--- src/assert_macros.svh ---
// assertion helpers shared by the rtl
// no dependencies
`ifndef ASSERT_MACROS_SVH
`define ASSERT_MACROS_SVH

// same-cycle implication, disabled while reset is low
`define ASSERT_SAME(label, clk, rstn, ante, cons, msg) \
    label: assert property (@(posedge clk) disable iff (!(rstn)) (ante) |-> (cons)) \
        else $error(msg);

// next-cycle implication, disabled while reset is low
`define ASSERT_NEXT(label, clk, rstn, ante, cons, msg) \
    label: assert property (@(posedge clk) disable iff (!(rstn)) (ante) |=> (cons)) \
        else $error(msg);

`endif

--- src/crcdg_pkg.sv ---
// shared types and constants for the crc divider
// no dependencies
package crcdg_pkg;

    localparam int CFG_IDX_W  = 2;
    localparam int CFG_DATA_W = 32;
    localparam int DEG_W      = 6;
    localparam int OUT_W      = 32;

    // configuration register indexes
    localparam logic [CFG_IDX_W-1:0] CFG_POLY_LOW = 2'd0;
    localparam logic [CFG_IDX_W-1:0] CFG_DEGREE   = 2'd1;
    localparam logic [CFG_IDX_W-1:0] CFG_MODE     = 2'd2;

    // reset values
    localparam logic [CFG_DATA_W-1:0] POLY_RESET   = 32'h0000_1021;
    localparam logic [DEG_W-1:0]      DEGREE_RESET = 6'd16;

    // division mode
    localparam logic MODE_GENERATE = 1'b0;
    localparam logic MODE_CHECK    = 1'b1;

    typedef struct packed {
        logic [CFG_DATA_W-1:0] poly;
        logic [DEG_W-1:0]      degree;  // effective degree, 1..cap
        logic                  mode;
    } cfg_t;

endpackage

--- src/crcdg_cfg.sv ---
// configuration registers and effective degree clamp
// depends on crcdg_pkg
module crcdg_cfg #(
    parameter int DEG_CAP = 32
) (
    input  logic                              aclk,
    input  logic                              aresetn,
    input  logic                              cfg_we,
    input  logic [crcdg_pkg::CFG_IDX_W-1:0]   cfg_index,
    input  logic [crcdg_pkg::CFG_DATA_W-1:0]  cfg_wdata,
    output crcdg_pkg::cfg_t                   cfg
);
    import crcdg_pkg::*;

    localparam logic [DEG_W-1:0] CAP = DEG_W'(DEG_CAP);

    logic [CFG_DATA_W-1:0] poly_reg;
    logic [DEG_W-1:0]      degree_reg;
    logic                  mode_reg;
    logic [DEG_W-1:0]      degree_eff;

    always_ff @(posedge aclk) begin
        if (!aresetn) begin
            poly_reg   <= POLY_RESET;
            degree_reg <= DEGREE_RESET;
            mode_reg   <= MODE_GENERATE;
        end else if (cfg_we) begin
            case (cfg_index)
                CFG_POLY_LOW: poly_reg   <= cfg_wdata;
                CFG_DEGREE:   degree_reg <= cfg_wdata[DEG_W-1:0];
                CFG_MODE:     mode_reg   <= cfg_wdata[0];
                default:      ;
            endcase
        end
    end

    // degree zero acts as one, large degrees saturate at the cap
    always_comb begin
        if (degree_reg == '0) begin
            degree_eff = DEG_W'(1);
        end else if (degree_reg > CAP) begin
            degree_eff = CAP;
        end else begin
            degree_eff = degree_reg;
        end
    end

    assign cfg.poly   = poly_reg;
    assign cfg.degree = degree_eff;
    assign cfg.mode   = mode_reg;

endmodule

--- src/crcdg_rem.sv ---
// running remainder register and one-bit gf(2) division step
// depends on crcdg_pkg
module crcdg_rem #(
    parameter int REM_W = 32
) (
    input  logic              aclk,
    input  logic              aresetn,
    input  crcdg_pkg::cfg_t   cfg,
    input  logic              step_en,
    input  logic              data_bit,
    input  logic              last_bit,
    output logic [REM_W-1:0]  rem_step,
    output logic [REM_W-1:0]  rem_cur
);
    import crcdg_pkg::*;

    logic [REM_W-1:0] rem_reg;
    logic [REM_W-1:0] rem_next;
    logic [REM_W-1:0] mask;
    logic [REM_W-1:0] top_sel;
    logic [REM_W-1:0] rem_m;
    logic [REM_W-1:0] poly_m;
    logic [REM_W-1:0] shifted;
    logic             top;
    logic             fb;

    always_comb begin
        for (int i = 0; i < REM_W; i++) begin
            mask[i]    = (DEG_W'(i) < cfg.degree);
            top_sel[i] = (DEG_W'(i + 1) == cfg.degree);
        end
    end

    assign rem_m  = rem_reg & mask;
    assign poly_m = REM_W'(cfg.poly) & mask;
    assign top    = |(rem_m & top_sel);

    always_comb begin
        if (cfg.mode == MODE_CHECK) begin
            // plain division: bit shifts in at the bottom
            shifted = ((rem_m << 1) | REM_W'(data_bit)) & mask;
            fb      = top;
        end else begin
            // augmented division: bit folds in at the top
            shifted = (rem_m << 1) & mask;
            fb      = top ^ data_bit;
        end
        rem_step = fb ? (shifted ^ poly_m) : shifted;
    end

    always_comb begin
        rem_next = rem_reg;
        if (step_en) begin
            rem_next = last_bit ? '0 : rem_step;
        end
    end

    always_ff @(posedge aclk) begin
        if (!aresetn) begin
            rem_reg <= '0;
        end else begin
            rem_reg <= rem_next;
        end
    end

    assign rem_cur = rem_reg;

endmodule

--- src/crc_divide_generate_check.sv ---
// top level of the configurable bit-serial crc divider
// depends on crcdg_pkg, crcdg_cfg, crcdg_rem and assert_macros.svh
//
// usage:
//   input stream: one dividend bit per transfer in s_tdata[0], most significant
//   first; s_tlast marks the final bit of a message.
//   output stream: one transfer per message, given for the bit marked last.
//   m_tdata carries the final remainder (low degree bits, upper bits zero),
//   m_tuser is set when that remainder is nonzero (an error in check mode).
//   config: cfg_we writes cfg_wdata to register cfg_index (0 poly low bits,
//   1 degree, 2 check mode); only while the stream is idle.
// timing:
//   one bit per cycle while s_tready is high; each bit does a single shift and conditional xor of
//   the remainder register. the result appears in the output register in the
//   cycle after the last bit is taken.
//   s_tready is high while the output register is empty or being emptied,
//   so a stalled receiver holds the input off only while a result waits.
// reset:
//   aresetn low clears the remainder and the output valid flag, and loads the
//   default generator (x^16 + 0x1021, generate mode).
module crc_divide_generate_check #(
    parameter int MAX_DEGREE = 32
) (
    input  logic                             aclk,
    input  logic                             aresetn,
    // input stream
    input  logic                             s_tvalid,
    output logic                             s_tready,
    input  logic [7:0]                       s_tdata,   // [0] data_bit
    input  logic                             s_tlast,   // last_bit
    // result stream
    output logic                             m_tvalid,
    input  logic                             m_tready,
    output logic [crcdg_pkg::OUT_W-1:0]      m_tdata,   // [31:0] remainder_value
    output logic [0:0]                       m_tuser,   // [0] remainder_nonzero
    // config write port
    input  logic                             cfg_we,
    input  logic [crcdg_pkg::CFG_IDX_W-1:0]  cfg_index,
    input  logic [crcdg_pkg::CFG_DATA_W-1:0] cfg_wdata
);
    import crcdg_pkg::*;

    `include "assert_macros.svh"

    localparam int DEG_CAP = (MAX_DEGREE < 32) ? MAX_DEGREE : 32;
    localparam int REM_W   = DEG_CAP;

    cfg_t             cfg;
    logic             in_fire;
    logic [REM_W-1:0] rem_step;
    logic [REM_W-1:0] rem_cur;

    logic             m_tvalid_reg;
    logic             m_tvalid_next;
    logic [OUT_W-1:0] m_tdata_reg;
    logic             m_tuser_reg;

    assign s_tready = !m_tvalid_reg || m_tready;
    assign in_fire  = s_tvalid && s_tready;

    crcdg_cfg #(
        .DEG_CAP (DEG_CAP)
    ) u_cfg (
        .aclk      (aclk),
        .aresetn   (aresetn),
        .cfg_we    (cfg_we),
        .cfg_index (cfg_index),
        .cfg_wdata (cfg_wdata),
        .cfg       (cfg)
    );

    crcdg_rem #(
        .REM_W (REM_W)
    ) u_rem (
        .aclk     (aclk),
        .aresetn  (aresetn),
        .cfg      (cfg),
        .step_en  (in_fire),
        .data_bit (s_tdata[0]),
        .last_bit (s_tlast),
        .rem_step (rem_step),
        .rem_cur  (rem_cur)
    );

    always_comb begin
        m_tvalid_next = m_tvalid_reg;
        if (in_fire && s_tlast) begin
            m_tvalid_next = 1'b1;
        end else if (m_tready) begin
            m_tvalid_next = 1'b0;
        end
    end

    always_ff @(posedge aclk) begin
        if (!aresetn) begin
            m_tvalid_reg <= 1'b0;
        end else begin
            m_tvalid_reg <= m_tvalid_next;
        end
    end

    // result payload, loaded on the transfer of the last bit
    always_ff @(posedge aclk) begin
        if (in_fire && s_tlast) begin
            m_tdata_reg <= OUT_W'(rem_step);
            m_tuser_reg <= |rem_step;
        end
    end

    assign m_tvalid   = m_tvalid_reg;
    assign m_tdata    = m_tdata_reg;
    assign m_tuser[0] = m_tuser_reg;

    `ASSERT_SAME(a_result_from_last, aclk, aresetn, $rose(m_tvalid),
        $past(s_tvalid && s_tready && s_tlast), "result without a last bit")
    `ASSERT_NEXT(a_rem_clears, aclk, aresetn, in_fire && s_tlast,
        rem_cur == '0, "remainder not cleared after last bit")
    `ASSERT_SAME(a_flag_matches, aclk, aresetn, m_tvalid,
        m_tuser[0] == (m_tdata != '0), "nonzero flag disagrees with remainder")
    `ASSERT_SAME(a_degree_range, aclk, aresetn, 1'b1,
        (cfg.degree != '0) && (cfg.degree <= DEG_W'(DEG_CAP)), "degree out of range")

endmodule
--- config.mk ---
export PLATFORM = sky130hd
export DESIGN_NAME = crc_divide_generate_check
export DESIGN_NICKNAME = d
export VERILOG_FILES = /design/src/crcdg_pkg.sv /design/src/crcdg_cfg.sv /design/src/crcdg_rem.sv /design/src/crc_divide_generate_check.sv
export VERILOG_INCLUDE_DIRS = /design/src /design/src/src
export SDC_FILE = /design/constraint.sdc
export NUM_CORES = 1
export LEC_CHECK = 0
export BUFFER_PORTS_ARGS = -buffer_cell sky130_fd_sc_hd__buf_2
export CAP_MARGIN = 15
export CORE_MARGIN = 8
export CORE_UTILIZATION = 51
export CTS_CLUSTER_SIZE = 14
export DETAILED_ROUTE_END_ITERATION = 10
export HOLD_SLACK_MARGIN = 0.03
export PLACE_DENSITY = 0.76
export SLEW_MARGIN = 20
export SYNTH_ARGS = -nofsm -noshare
export SYNTH_HDL_FRONTEND = slang
export SYNTH_HIERARCHICAL = 1
export SYNTH_SLANG_ARGS = --single-unit
--- constraint.sdc ---
create_clock -name aclk -period 3.6 [get_ports aclk]
set_input_delay 0 -clock aclk [delete_from_list [all_inputs] [get_ports aclk]]
set_output_delay 0 -clock aclk [all_outputs]
set_load 0.01 [all_outputs]
== Yosys cells after proc, flatten, opt, wreduce, memory -nomap -nowiden ==
Index checks and enable logic that the tools add are counted.

* Bits of input ports: 48
* Flip-flop bits (word level): 105
* Output and inout bits: 35
* Logic and storage cells: 102

* Bitwise operators: 8
* Mux-type cells: 8
* Magnitude comparators: 33
* Reduce and logical (&&, ||, !) cells: 12
* Equality and inequality tests: 34

{| class="wikitable"
|+ Operator list
! kind !! number
|-
| bitwise AND 32 bit || 5
|-
| equality test 5 x 6 -> 1 bit, first input constant || 16
|-
| < comparator 5 x 6 -> 1 bit, first input constant || 16
|-
| two-way mux 32 bit || 3
|-
| OR reduction 32 bit || 2
|-
| equality test 4 x 6 -> 1 bit, first input constant || 8
|-
| < comparator 4 x 6 -> 1 bit, first input constant || 8
|-
| bitwise OR 32 x 1 -> 32 bit || 1
|-
| bitwise XOR 32 bit || 1
|-
| equality test 3 x 6 -> 1 bit, first input constant || 4
|-
| < comparator 3 x 6 -> 1 bit, first input constant || 4
|-
| equality test 2 x 6 -> 1 bit, first input constant || 2
|-
| < comparator 1 x 6 -> 1 bit, first input constant || 2
|-
| < comparator 2 x 6 -> 1 bit, first input constant || 2
|-
| two-way mux 6 bit || 2
|-
| equality test 1 x 6 -> 1 bit, first input constant || 1
|-
| equality test 6 bit, first input constant || 1
|-
| greater-than comparator 6 bit, second input constant || 1
|-
| zero test 6 bit || 1
|-
| AND reduction 2 bit || 3
|-
| two-way mux 1 bit || 3
|-
| equality test 2 x 1 -> 1 bit, second input constant || 1
|-
| equality test 2 bit, second input constant || 1
|-
| logical AND 1 bit || 2
|-
| 5 further kinds || 5
|}

== Longest topological paths before layout ==
Gate-level depths: netlist of run 1.

* Word-level depth: 11
* Depth in mapped cells: 17
* Mapped depth without buffers: 13

== Cells and area by module ==
Netlist of run 1, hierarchy kept.

{| class="wikitable"
|+ Modules (own cells, without submodules)
! module !! area each (µm²) !! cells an instance !! seq. area each (µm²) !! times used
|-
| crcdg_rem || 2521.2 || 341 || 640.6 || 1
|-
| crcdg_cfg || 1626.6 || 177 || 780.7 || 1
|-
| crc_divide_generate_check || 1116.1 || 50 || 1011.0 || 1
|}

== Least setup slack after synthesis of run 1 ==
OpenSTA, ideal clock, no wires.

* Path kind: register -> register
* From: register u_cfg.degree_reg[1]
* To: register m_tuser_reg, in the netlist m_tuser, data pin
* Setup time: 0.259 ns
* Cell stages (with the launch flop): 18
* Slack: -0.241 ns
* Path buffers: 4
* Required time: 3.341 ns
* Period minus slack after synthesis: 3.841 ns
* Data arrival time: 3.582 ns
* Path through: dfxtp_1 -> or4_1 -> a21oi_1 -> buf_2 -> clkbuf_1 -> mux2i_1 -> nor4_1 -> a31oi_1 -> nand4_1 -> or3_1 -> buf_2 -> buf_6 -> and3_1 -> xor2_1 -> and2_1 -> nor4_1 -> nand4_1 -> or2_1

{| class="wikitable"
|+ RTL lines
! item !! line !! source
|-
| start, declared || crcdg_cfg.sv:18 || <nowiki>logic [DEG_W-1:0] degree_reg;</nowiki>
|-
| start signal, assigned || crcdg_cfg.sv:30 || <nowiki>CFG_DEGREE: degree_reg <= cfg_wdata[DEG_W-1:0];</nowiki>
|-
| end signal, assigned || crc_divide_generate_check.sv:106 || <nowiki>m_tuser_reg <= |rem_step;</nowiki>
|-
| end, declared || crc_divide_generate_check.sv:56 || <nowiki>logic m_tuser_reg;</nowiki>
|}

==> summary.md, run 1 <==
| Metric | Value |
|---|---|
| Leak pwr | `3.07 nW` |
| Vias in the first global route | `4,817` |
| Top cells by area, synth | `dfxtp_1 27%, edfxtp_1 19%, mux2i_1 7.6%` |
| FMAX | `0.251 GHz` |
| Port Buffers | `75` |
| Final Cycle Share | `111%` |
| Initial antenna violation count | `0` |
| DRC Markers | `0` |
| WP data arrival | `4.10 ns` |
| Via count | `4,913` |
| Share of cells above drive strength 1 | `around a third` |
| Net count after synthesis | `616` |
| Post-Route WL | `approximately 16,000 um` |
| TritonCTS Buffers | `9` |
| First-pass GRT wire length | `24,800 um` |
| Post-route ant nets | `0` |
| Crit path required time | `3.73 ns` |
| Post-Place Cells | `839` |
| Post-synth EDFFs | `33` |
| Root Driver | `clkbuf_8` |
| WL/cell | `17.3 um` |
| Worst-path clk slew | `0.09 ns` |
| Syn avg cell area | `9.27 um^2` |
| Fin. Hold Viols | `0` |
| Bufs on Longest Clock Path | `2` |
| Max FO, Critical Path | `8` |
| Antenna cells | `0` |
| DR pass1 iterations | `7` |
| Drt via density | `about 5.4` |
| Final worst slack | `-0.379 ns` |
| Pin slew with the least headroom to its limit | `0.660 ns` |
| Iter 0 DRT Violations | `374` |
| Area Growth Syn to Fin | `38.6%` |
| Clock latency on the worst-skew pair | `around 0.37 ns` |
| Die extent in x | `between 100 and 150 um` |
| Relative slew margins | `a little under three fifths` |
| Yosys reg bits | `105` |
| Biggest area consumer among synthesized cells | `dfxtp_1` |
| Top cell type's share of synthesized area | `27.4%` |
| Async set or reset register ratio after synthesis | `0%` |
| Worst hold path class | `input port to flop` |
| Setup Skew | `0.00980 ns` |
| Chip Height | `between 100 and 150 um` |
| Violated checks | `setup timing` |
| Final Slew Violations | `0` |
| Die area | `13,800 um^2` |
| Initial Util | `51.7%` |
| Placer congestion estimate | `0.943` |
| Num ports | `83` |
| Maxcap violations | `0` |
| Kind of critical path | `flop to flop` |
| Syn Inst Count | `~570` |
| Cell Area, Synth | `~5300 um^2` |
| Sequential area share after synthesis | `46.2%` |
| Place WS | `-0.499 ns` |
| YS warnings | `6` |
| Critical Path End Type | `flop` |
| Most frequent cell after synthesis | `nand2_1` |
| Top cells by count, synth | `103 x nand2_1, 72 x dfxtp_1, 40 x mux2i_1` |
| Grt ovf | `0` |
| Row count | `37` |
| Fin nets | `809` |
| Pwr/cell area | `about 330 nW/um^2` |
| Crit path launch type | `flop` |
| CTS tree | `built` |
| Final setup violation count | `1` |
| Status | `complete, but fails checks` |
| Number of distinct library cells after synthesis | `59` |
| Finished Layout Cells | `between 900 and 1,000` |
| Total power | `2.42 mW` |
| Min Clock Period, post-route | `3.98 ns` |
| H-tree Lvls | `3` |
| Largest net degree at the start of global routing | `75` |
| RSZ-0062 raised after global routing | `true` |
| VDD IR max | `332 uV` |
| Ys flop type | `dfxtp_1` |
| Core Box Area | `10,200 um^2` |
| Post-DP HPWL | `11,000 um` |
| All-Layer GR Usage | `22.0%` |
| CTS sink cnt | `105` |
==> critical path: stages (launching register included) <==
cell and delay, ns:
dfxtp_2 0.33, or4_4 0.52, a21oi_2 0.15, buf_6 0.15
nor3b_1 0.05, a31oi_1 0.20, o32ai_2 0.11, a2111o_1 0.44
or3_4 0.46, buf_6 0.15, and3_4 0.18, xor2_2 0.14
and2_4 0.15, nor4_4 0.26, nand4_1 0.18, or2_1 0.26
==> per-stage QoR <==
| step | hold slack (ns) | util (%) | cell area [um^2] | setup TNS [ns] |
|---|---|---|---|---|
| 2_1_floorplan | 0.142 | - | 5270 | 0 |
| 3_3_place_gp | 0.247 | 62.7 | 6380 | -0.525 |
| 3_5_place_dp | 0.256 | 62.7 | 6380 | -0.499 |
| 4_1_cts | 0.0345 | 69.2 | 7040 | -0.340 |
| 5_1_grt | 0.0888 | 71.6 | 7290 | -0.602 |
| 6_report | 0.0911 | 71.6 | 7290 | -0.379 |
==> cell families (layout without fill, tap and decap cells) <==
logic type                after synthesis  in the layout  share of synthesized area (%)
buffers and inverters                  54            251                           4.85
muxes                                  44             44                           8.60
and+or+nand+nor                       250            251                           23.8
AOI/OAI and AO/OA                      88             88                           12.0
xor gates and xnor gates               27             27                           4.49
DFF                                   105            105                           46.2
==> per-layer routing <==
layer / wire length (um) / GRT usage (%)
met5: 0 / 0
met4: 310 / 8.01
met3: 1010 / 5.61
met2: 7400 / 35.0
met1: 6880 / 28.3
==> final cells by class <==
type	instances	area, um^2
Clock inverter	4	43.8
Multi-Input combinational cell	410	2840
Tap cell	136	170
Inverter	8	30.0
Timing Repair Buffer	227	1630
Fill cell	747	2890
Clock buffer	12	145
Sequential cell	105	2430
==> report_power, final <==
part	internal [mW]	switching, mW	leakage, nW	total (mW)
Clock	0.337	0.382	0.0978	0.719
Sequential	1.26	0.0195	0.899	1.28
Combinational	0.202	0.220	2.07	0.422
==> what timing repair did <==
item	CTS	global route
pin swaps	10	20
gates resized for setup	11	39
endpoints found under the setup margin	2	9
hold endpoints to repair	39	0
buffers inserted	4	4
hold buffers	38	0
cloned	1	0
==> path summary, 6_finish.rpt <==
check                                    from                                to  slack, ns  cells after the start
max          u_cfg/degree_reg[2]$_SDFFE_PN0P_                 m_tuser$_DFFE_PP_      -0.38                     15
min                              cfg_index[1]  u_cfg/degree_reg[4]$_SDFFE_PN1P_       0.09                      3
max reg2reg  u_cfg/degree_reg[2]$_SDFFE_PN0P_                 m_tuser$_DFFE_PP_      -0.38                     15
min reg2reg   u_cfg/poly_reg[30]$_SDFFE_PN0P_   u_cfg/poly_reg[30]$_SDFFE_PN0P_       0.46                      2
==> cells in the final DEF, fill, tap and decap left out, drive strengths merged, types with 4 or more instances in the layout <==
master,count
a21oi,18
a22o,5
a31oi,6
a32o,4
and2,8
and3,9
buf,189
clkbuf,12
dfxtp,72
dlygate4sd3,38
edfxtp,33
inv,8
mux2,4
mux2i,40
nand2,103
nand2b,10
nand3,25
nand4,6
nor2,35
nor2b,12
nor3b,4
nor4,10
o211ai,7
o21ai,6
o31ai,24
or2,5
or3,5
xnor2,7
xor2,20
No activity file was read; power rests on OpenSTA's default activity.
==> run 2, diff against run 1 <==
HOLD_SLACK_MARGIN = 0.05   (was 0.03)
PLACE_DENSITY = 0.73   (was 0.76)
==> summary.md, run 2 (synthesis results as in run 1) <==
| Metric | Value |
|---|---|
| Most frequent CP cell | `buf_6` |
| Clock latency on the worst-skew pair | `0.38 ns (about the same)` |
| Bufs and invs on worst path | `2 (unchanged)` |
| Grt ovf | `0 (unchanged)` |
| Min Clock Period, post-route | `3.99 ns (+0.0128 ns)` |
| Violated checks | `setup timing` |
| Final Cycle Share | `111% (+0.35 points)` |
| CTS tree | `built` |
| DRC Markers | `0 (unchanged)` |
| Max FO, Critical Path | `11 (+3)` |
| Antenna cells | `0 (unchanged)` |
| Pin slew with the least headroom to its limit | `0.653 ns (-0.00693 ns)` |
| Fin nets | `806 (-0.37%)` |
| Fin. Hold Viols | `0 (unchanged)` |
| Final worst slack | `-0.391 ns (-0.0128 ns)` |
| Final Slew Violations | `0 (unchanged)` |
| Die area | `13,800 um^2 (unchanged)` |
| TritonCTS Buffers | `9 (unchanged)` |
| RSZ-0062 raised after global routing | `true` |
| CP top delay family | `simple AND/OR/NAND/NOR gates` |
| Design Area, Final | `7170 um^2 (-1.6%)` |
| Crit path launch type | `flop` |
| Chip Height | `118 um (unchanged)` |
| Fill cells | `788 (+5.5%)` |
| R2R Path End | `m_tuser$_DFFE_PP_` |
| Hold endpoint | `u_cfg/poly_reg[5]$_SDFFE_PN1P_` |
| Share of cells above drive strength 1 | `30.4% (-3.1 points)` |
| Finished Core Util | `70.4% (-1.2 points)` |
| Post-DP HPWL | `10,900 um (-0.43%)` |
| WP data arrival | `4.13 ns (+0.03 ns)` |
| Min-Delay Startpoint | `aresetn` |
| Worst path cell trace | `or4_4 -> a21oi_4 -> buf_6 -> nor4bb_1 -> a22oi_1 -> o211ai_1 -> a2111o_1 -> or3_4 -> buf_6 -> and3_4 -> xnor2_2 -> nor2_1 -> nor4_1 -> nand4_1 -> or2_1` |
| FMAX | `0.251 GHz (-0.32%)` |
| Port Buffers | `75 (unchanged)` |
| Critical Path End Type | `flop` |
| Via count | `4,993 (+1.6%)` |
| Post-Route WL | `15,800 um (+1.6%)` |
| VDD IR max | `212 uV (-36%)` |
| Row count | `37 (unchanged)` |
| Bufs on Longest Clock Path | `2 (unchanged)` |
| Vias in the first global route | `4,958 (+2.9%)` |
| First-pass GRT wire length | `25,100 um (+1.3%)` |
| Most frequent cells in the layout | `107 x buf_4, 103 x nand2_1, 75 x buf_2` |
| Slowest CP cell | `or4_4` |
| R2R Path Start | `u_cfg/degree_reg[1]$_SDFFE_PN0P_` |
| Core Box Area | `10,200 um^2 (unchanged)` |
| Most common cell after layout, fill and taps aside | `buf_4` |
| Worst hold path class | `input port to flop` |
| Setup Skew | `0.00506 ns (-0.00474 ns)` |
| Initial Util | `51.7% (unchanged)` |
| WL/cell | `17.6 um (+1.9%)` |
| Largest net degree at the start of global routing | `75 (unchanged)` |
| Status | `complete, but fails checks` |
| Final setup violation count | `1 (unchanged)` |
| Maxcap violations | `0 (unchanged)` |
| Reg2Reg Depth | `15 (unchanged)` |
| Placer congestion estimate | `0.997 (+5.7%)` |
| Area Growth Syn to Fin | `36.3%` |
| Leak pwr | `3.03 nW (-1.2%)` |
| Worst-path clk slew | `0.09 ns (about the same)` |
| Worst path max stage delay | `0.54 ns (+0.02 ns)` |
| CTS sink cnt | `105 (unchanged)` |
| Initial antenna violation count | `0 (unchanged)` |
| All-Layer GR Usage | `22.4% (+0.33 points)` |
| Drt via density | `5.55 (+2.0%)` |
| Finished Layout Cells | `899 (-0.33%)` |
| Flop2flop setup slack | `-0.39 ns (about the same)` |
| Placed Area | `6350 um^2 (-0.47%)` |
| Kind of critical path | `flop to flop` |
| Die extent in x | `118 um (unchanged)` |
| Relative slew margins | `56.5% (+0.46 points)` |
| Pwr/cell area | `345 nW/um^2 (+4.2%)` |
| H-tree Lvls | `3 (unchanged)` |
| Crit path required time | `3.74 ns (about the same)` |
| Post-Place Cells | `835 (-0.48%)` |
| Num ports | `83 (unchanged)` |
| Iter 0 DRT Violations | `388 (+3.7%)` |
| Root Driver | `clkbuf_8` |
| Post-route ant nets | `0 (unchanged)` |
| Hold depth | `3 (unchanged)` |
| DR pass1 iterations | `5 (-2)` |
run 2: area by class of cell:
| class | instances | area (um^2) | area share (%) |
|---|---|---|---|
| Inverter | 8 | 30.0 | 0.419 |
| Sequential cell | 105 | 2430 | 33.9 |
| Clock buffer | 14 | 209 | 2.91 |
| Tap cell | 136 | 170 | 2.37 |
| Clock inverter | 2 | 13.8 | 0.192 |
| Timing Repair Buffer | 225 | 1620 | 22.6 |
| Multi-Input combinational cell | 409 | 2700 | 37.6 |
run 2: how the worst max path moves through the flow:
stage / start / to / slack, ns / cells after the start
2_1_floorplan: u_cfg/degree_reg[1]$_SDFFE_PN0P_ / m_tuser$_DFFE_PP_ / 0.009 / 16
3_3_place_gp: u_cfg/degree_reg[1]$_SDFFE_PN0P_ / m_tuser$_DFFE_PP_ / -0.57 / 15
3_5_place_dp: u_cfg/degree_reg[1]$_SDFFE_PN0P_ / m_tuser$_DFFE_PP_ / -0.58 / 15
4_1_cts: u_cfg/degree_reg[1]$_SDFFE_PN0P_ / m_tuser$_DFFE_PP_ / -0.32 / 17
5_1_grt: u_cfg/degree_reg[1]$_SDFFE_PN0P_ / m_tuser$_DFFE_PP_ / -0.46 / 17
6_report: u_cfg/degree_reg[1]$_SDFFE_PN0P_ / m_tuser$_DFFE_PP_ / -0.39 / 15
run 2: per-stage QoR:
stage	total power, mW	hold WS, ns	setup slack, ns	TNS, ns
3_3_place_gp	1.65	0.246	-0.572	-0.718
4_1_cts	2.47	0.218	-0.323	-0.323
6_report	2.48	0.226	-0.391	-0.391
5_1_grt	2.57	0.275	-0.456	-0.485
3_5_place_dp	1.65	0.256	-0.581	-0.842
2_1_floorplan	1.49	0.142	0.00938	0
run 2: timing repair:
action / 4_1_cts / 5_1_grt
hold buffers: 39 / 0
setup endpoints to repair: 8 / 7
endpoints found under the hold margin: 40 / 0
buffers inserted: 4 / 5
pin swaps: 4 / 10
gates resized for setup: 10 / 16
run 2: worst reg2reg max path: stages (launching register included):
cell and delay (ns):
dfxtp_1 0.32, or4_4 0.54, a21oi_4 0.20, buf_6 0.15, nor4bb_1 0.05, a22oi_1 0.22
o211ai_1 0.13, a2111o_1 0.33, or3_4 0.45, buf_6 0.16, and3_4 0.19, xnor2_2 0.16
nor2_1 0.09, nor4_1 0.31, nand4_1 0.20, or2_1 0.25
run 2: layer usage:
metal	vias to the layer above	track usage, %	part of all wire, %
met5	-	0	0
met1	2345	28.6	43
met2	211	35.8	46
met4	0	9.93	2.9
met3	39	4.46	8.0
li1	2398	-	-
run 2: where the power goes:
part           switching [mW]  internal, mW
clock                   0.402         0.383
sequential             0.0204          1.26
combinational           0.216         0.199
==> run 3, diff against run 2 <==
==> constraint.sdc (replaced) <==
create_clock -name aclk -period 3.6 [get_ports aclk]
set_input_delay 0.18 -clock aclk [delete_from_list [all_inputs] [get_ports aclk]]
set_output_delay 0.18 -clock aclk [all_outputs]
set_load 0.01 [all_outputs]
==> summary.md, run 3 (synthesis results as in run 1) <==
| Metric | Value |
|---|---|
| Most frequent CP cell | `buf_6` |
| Total power | `2.37 mW (-4.3%)` |
| VDD IR max | `212 uV (-0.37%)` |
| Violated checks | `setup timing` |
| Critical Path End Type | `flop` |
| CTS tree | `built` |
| Worst path cell trace | `or4_4 -> a21oi_4 -> buf_6 -> buf_6 -> nor3b_2 -> a31oi_1 -> o32ai_1 -> a2111o_1 -> or3_4 -> buf_6 -> and3_4 -> xor2_2 -> and2_4 -> nor4_4 -> nand4_1 -> or2_1` |
| Fin nets | `787 (-2.4%)` |
| Maxcap violations | `0 (unchanged)` |
| Worst hold path class | `input port to flop` |
| Crit path required time | `3.73 ns (about the same)` |
| Fill cells | `818 (+3.8%)` |
| Pin slew with the least headroom to its limit | `0.636 ns (-0.0167 ns)` |
| Min Clock Period, post-route | `4.09 ns (+0.0949 ns)` |
| Most frequent cells in the layout | `103 x nand2_1, 102 x buf_4, 76 x buf_2` |
| Kind of critical path | `flop to flop` |
| Root Driver | `clkbuf_8` |
| CTS sink cnt | `105 (unchanged)` |
| Row count | `37 (unchanged)` |
| Max FO, Critical Path | `7 (-4)` |
| Post-DP HPWL | `10,900 um (+0.20%)` |
| Final Cycle Share | `114% (+2.6 points)` |
| Final setup violation count | `2 (+1)` |
| Initial antenna violation count | `0 (unchanged)` |
| Share of cells above drive strength 1 | `33.2% (+2.8 points)` |
| DRC Markers | `0 (unchanged)` |
| Post-route setup TNS | `-0.495 ns (-0.103 ns)` |
| Post-Place Cells | `832 (-0.36%)` |
| Largest net degree at the start of global routing | `72 (-4.0%)` |
| Post-route ant nets | `0 (unchanged)` |
| Port Buffers | `75 (unchanged)` |
| Chip Height | `118 um (unchanged)` |
| Reg2Reg Depth | `16 (+1)` |
| Placed Area | `6330 um^2 (-0.35%)` |
| Status | `complete, but fails checks` |
| TritonCTS Buffers | `9 (unchanged)` |
| Via count | `4,834 (-3.2%)` |
| Worst path max stage delay | `0.54 ns (about the same)` |
| Final Slew Violations | `0 (unchanged)` |
| Hold_ws | `0.0625 ns (-0.163 ns)` |
| R2R Path Start | `u_cfg/degree_reg[4]$_SDFFE_PN1P_` |
| Pwr/cell area | `335 nW/um^2 (-2.9%)` |
| Area Growth Syn to Fin | `34.3%` |
| Leak pwr | `2.97 nW (-2.0%)` |
| Vias in the first global route | `4,716 (-4.9%)` |
| CP top delay family | `simple AND/OR/NAND/NOR gates` |
| Die extent in x | `118 um (unchanged)` |
| Initial Util | `51.7% (unchanged)` |
| First-pass GRT wire length | `23,900 um (-5.0%)` |
| Worst-path clk slew | `0.09 ns (about the same)` |
| Crit path launch type | `flop` |
| Path length in cells of the critical path | `16 (+1)` |
| Most common cell after layout, fill and taps aside | `nand2_1` |
| Finished Layout Cells | `880 (-2.1%)` |
| All-Layer GR Usage | `21.0% (-1.4 points)` |
| Core Box Area | `10,200 um^2 (unchanged)` |
| Finished Core Util | `69.4% (-1.0 points)` |
| Antenna cells | `0 (unchanged)` |
| Relative slew margins | `57.6% (+1.1 points)` |
| Final worst slack | `-0.486 ns (-0.0949 ns)` |
| Setup Skew | `0.00778 ns (+0.00272 ns)` |
| Place WS | `-0.697 ns (-0.116 ns)` |
| Flop2flop setup slack | `-0.49 ns (-0.09 ns)` |
| Design Area, Final | `7070 um^2 (-1.5%)` |
| Placer congestion estimate | `0.955 (-4.2%)` |
| WP data arrival | `4.22 ns (+0.09 ns)` |
| WL/cell | `17.3 um (-1.9%)` |
| CP Capture Point | `m_tuser$_DFFE_PP_` |
| Slowest CP cell | `or4_4` |
| Bufs and invs on worst path | `3 (+1)` |
| Crit. Startpoint | `u_cfg/degree_reg[4]$_SDFFE_PN1P_` |
| FMAX | `0.245 GHz (-2.3%)` |
| Bufs on Longest Clock Path | `2 (unchanged)` |
| RSZ-0062 raised after global routing | `true` |
| Grt ovf | `0 (unchanged)` |
| Iter 0 DRT Violations | `447 (+15%)` |
| Post-Route WL | `15,200 um (-3.9%)` |
| Fin. Hold Viols | `0 (unchanged)` |
| R2R Path End | `m_tuser$_DFFE_PP_` |
| Num ports | `83 (unchanged)` |
| H-tree Lvls | `3 (unchanged)` |
| DR pass1 iterations | `6 (+1)` |
| Die area | `13,800 um^2 (unchanged)` |
| Clock latency on the worst-skew pair | `0.37 ns (about the same)` |
| Drt via density | `5.49 (-1.1%)` |
==> run 3: cell types whose count changed in the layout (fill, tap and decap cells not counted), sizes merged <==
| cell | previous run | this run |
|---|---|---|
| clkbuf | 14 | 15 |
| clkinv | 1 | 2 |
| dlygate4sd3 | 39 | 19 |
| inv | 9 | 8 |
==> run 3: worst min path at each step <==
stage	end	from	depth (start not counted)	slack, ns
2_1_floorplan	u_cfg/poly_reg[31]$_SDFFE_PN0P_	cfg_wdata[31]	2	0.32
3_3_place_gp	u_cfg/poly_reg[13]$_SDFFE_PN0P_	cfg_wdata[13]	3	0.43
3_5_place_dp	u_cfg/poly_reg[16]$_SDFFE_PN0P_	cfg_wdata[16]	3	0.43
4_1_cts	u_cfg/poly_reg[24]$_SDFFE_PN0P_	cfg_wdata[24]	3	0.05
5_1_grt	u_cfg/degree_reg[5]$_SDFFE_PN0P_	cfg_wdata[5]	3	0.06
6_report	u_cfg/poly_reg[7]$_SDFFE_PN0P_	cfg_wdata[7]	3	0.06
==> run 3: area by class of cell <==
| cell class | count | area [um^2] | area share, % |
|---|---|---|---|
| multi-input cells | 409 | 2790 | 39.5 |
| flip-flops and latches | 105 | 2430 | 34.4 |
| clock buffers | 14 | 163 | 2.30 |
| repair buffers | 206 | 1460 | 20.7 |
| clock inverters | 2 | 13.8 | 0.195 |
| inverters | 8 | 30.0 | 0.425 |
| well taps | 136 | 170 | 2.41 |
==> run 3: routing by layer <==
layer / track usage (%) / vias to the layer above / wire [um]
met5: 0 / - / 0
met4: 7.45 / 0 / 278
met3: 3.69 / 21 / 944
met2: 34.0 / 175 / 7160
met1: 27.6 / 2291 / 6830
li1: - / 2347 / -
==> run 3: where the power goes <==
group	total (mW)	internal (mW)	leakage, nW	switching, mW
Sequential	1.28	1.26	0.898	0.0201
Combinational	0.415	0.196	1.98	0.219
Clock	0.678	0.291	0.0907	0.387
Total	2.37	1.74	2.97	0.625
==> run 3: timing repair <==
action | 4_1_cts | 5_1_grt
hold endpoints to repair | 19 | 0
resized for setup | 13 | 40
hold buffers | 19 | 0
setup endpoints to repair | 12 | 10
pin swaps | 5 | 16
gates cloned | 0 | 2
buffers inserted | 3 | 8
==> run 3: tightest hold or removal path, delay by kind of cell <==
family                 cells  cell delay, ns
buffers and inverters      1            0.10
muxes                      1            0.06
and+or+nand+nor            1            0.05
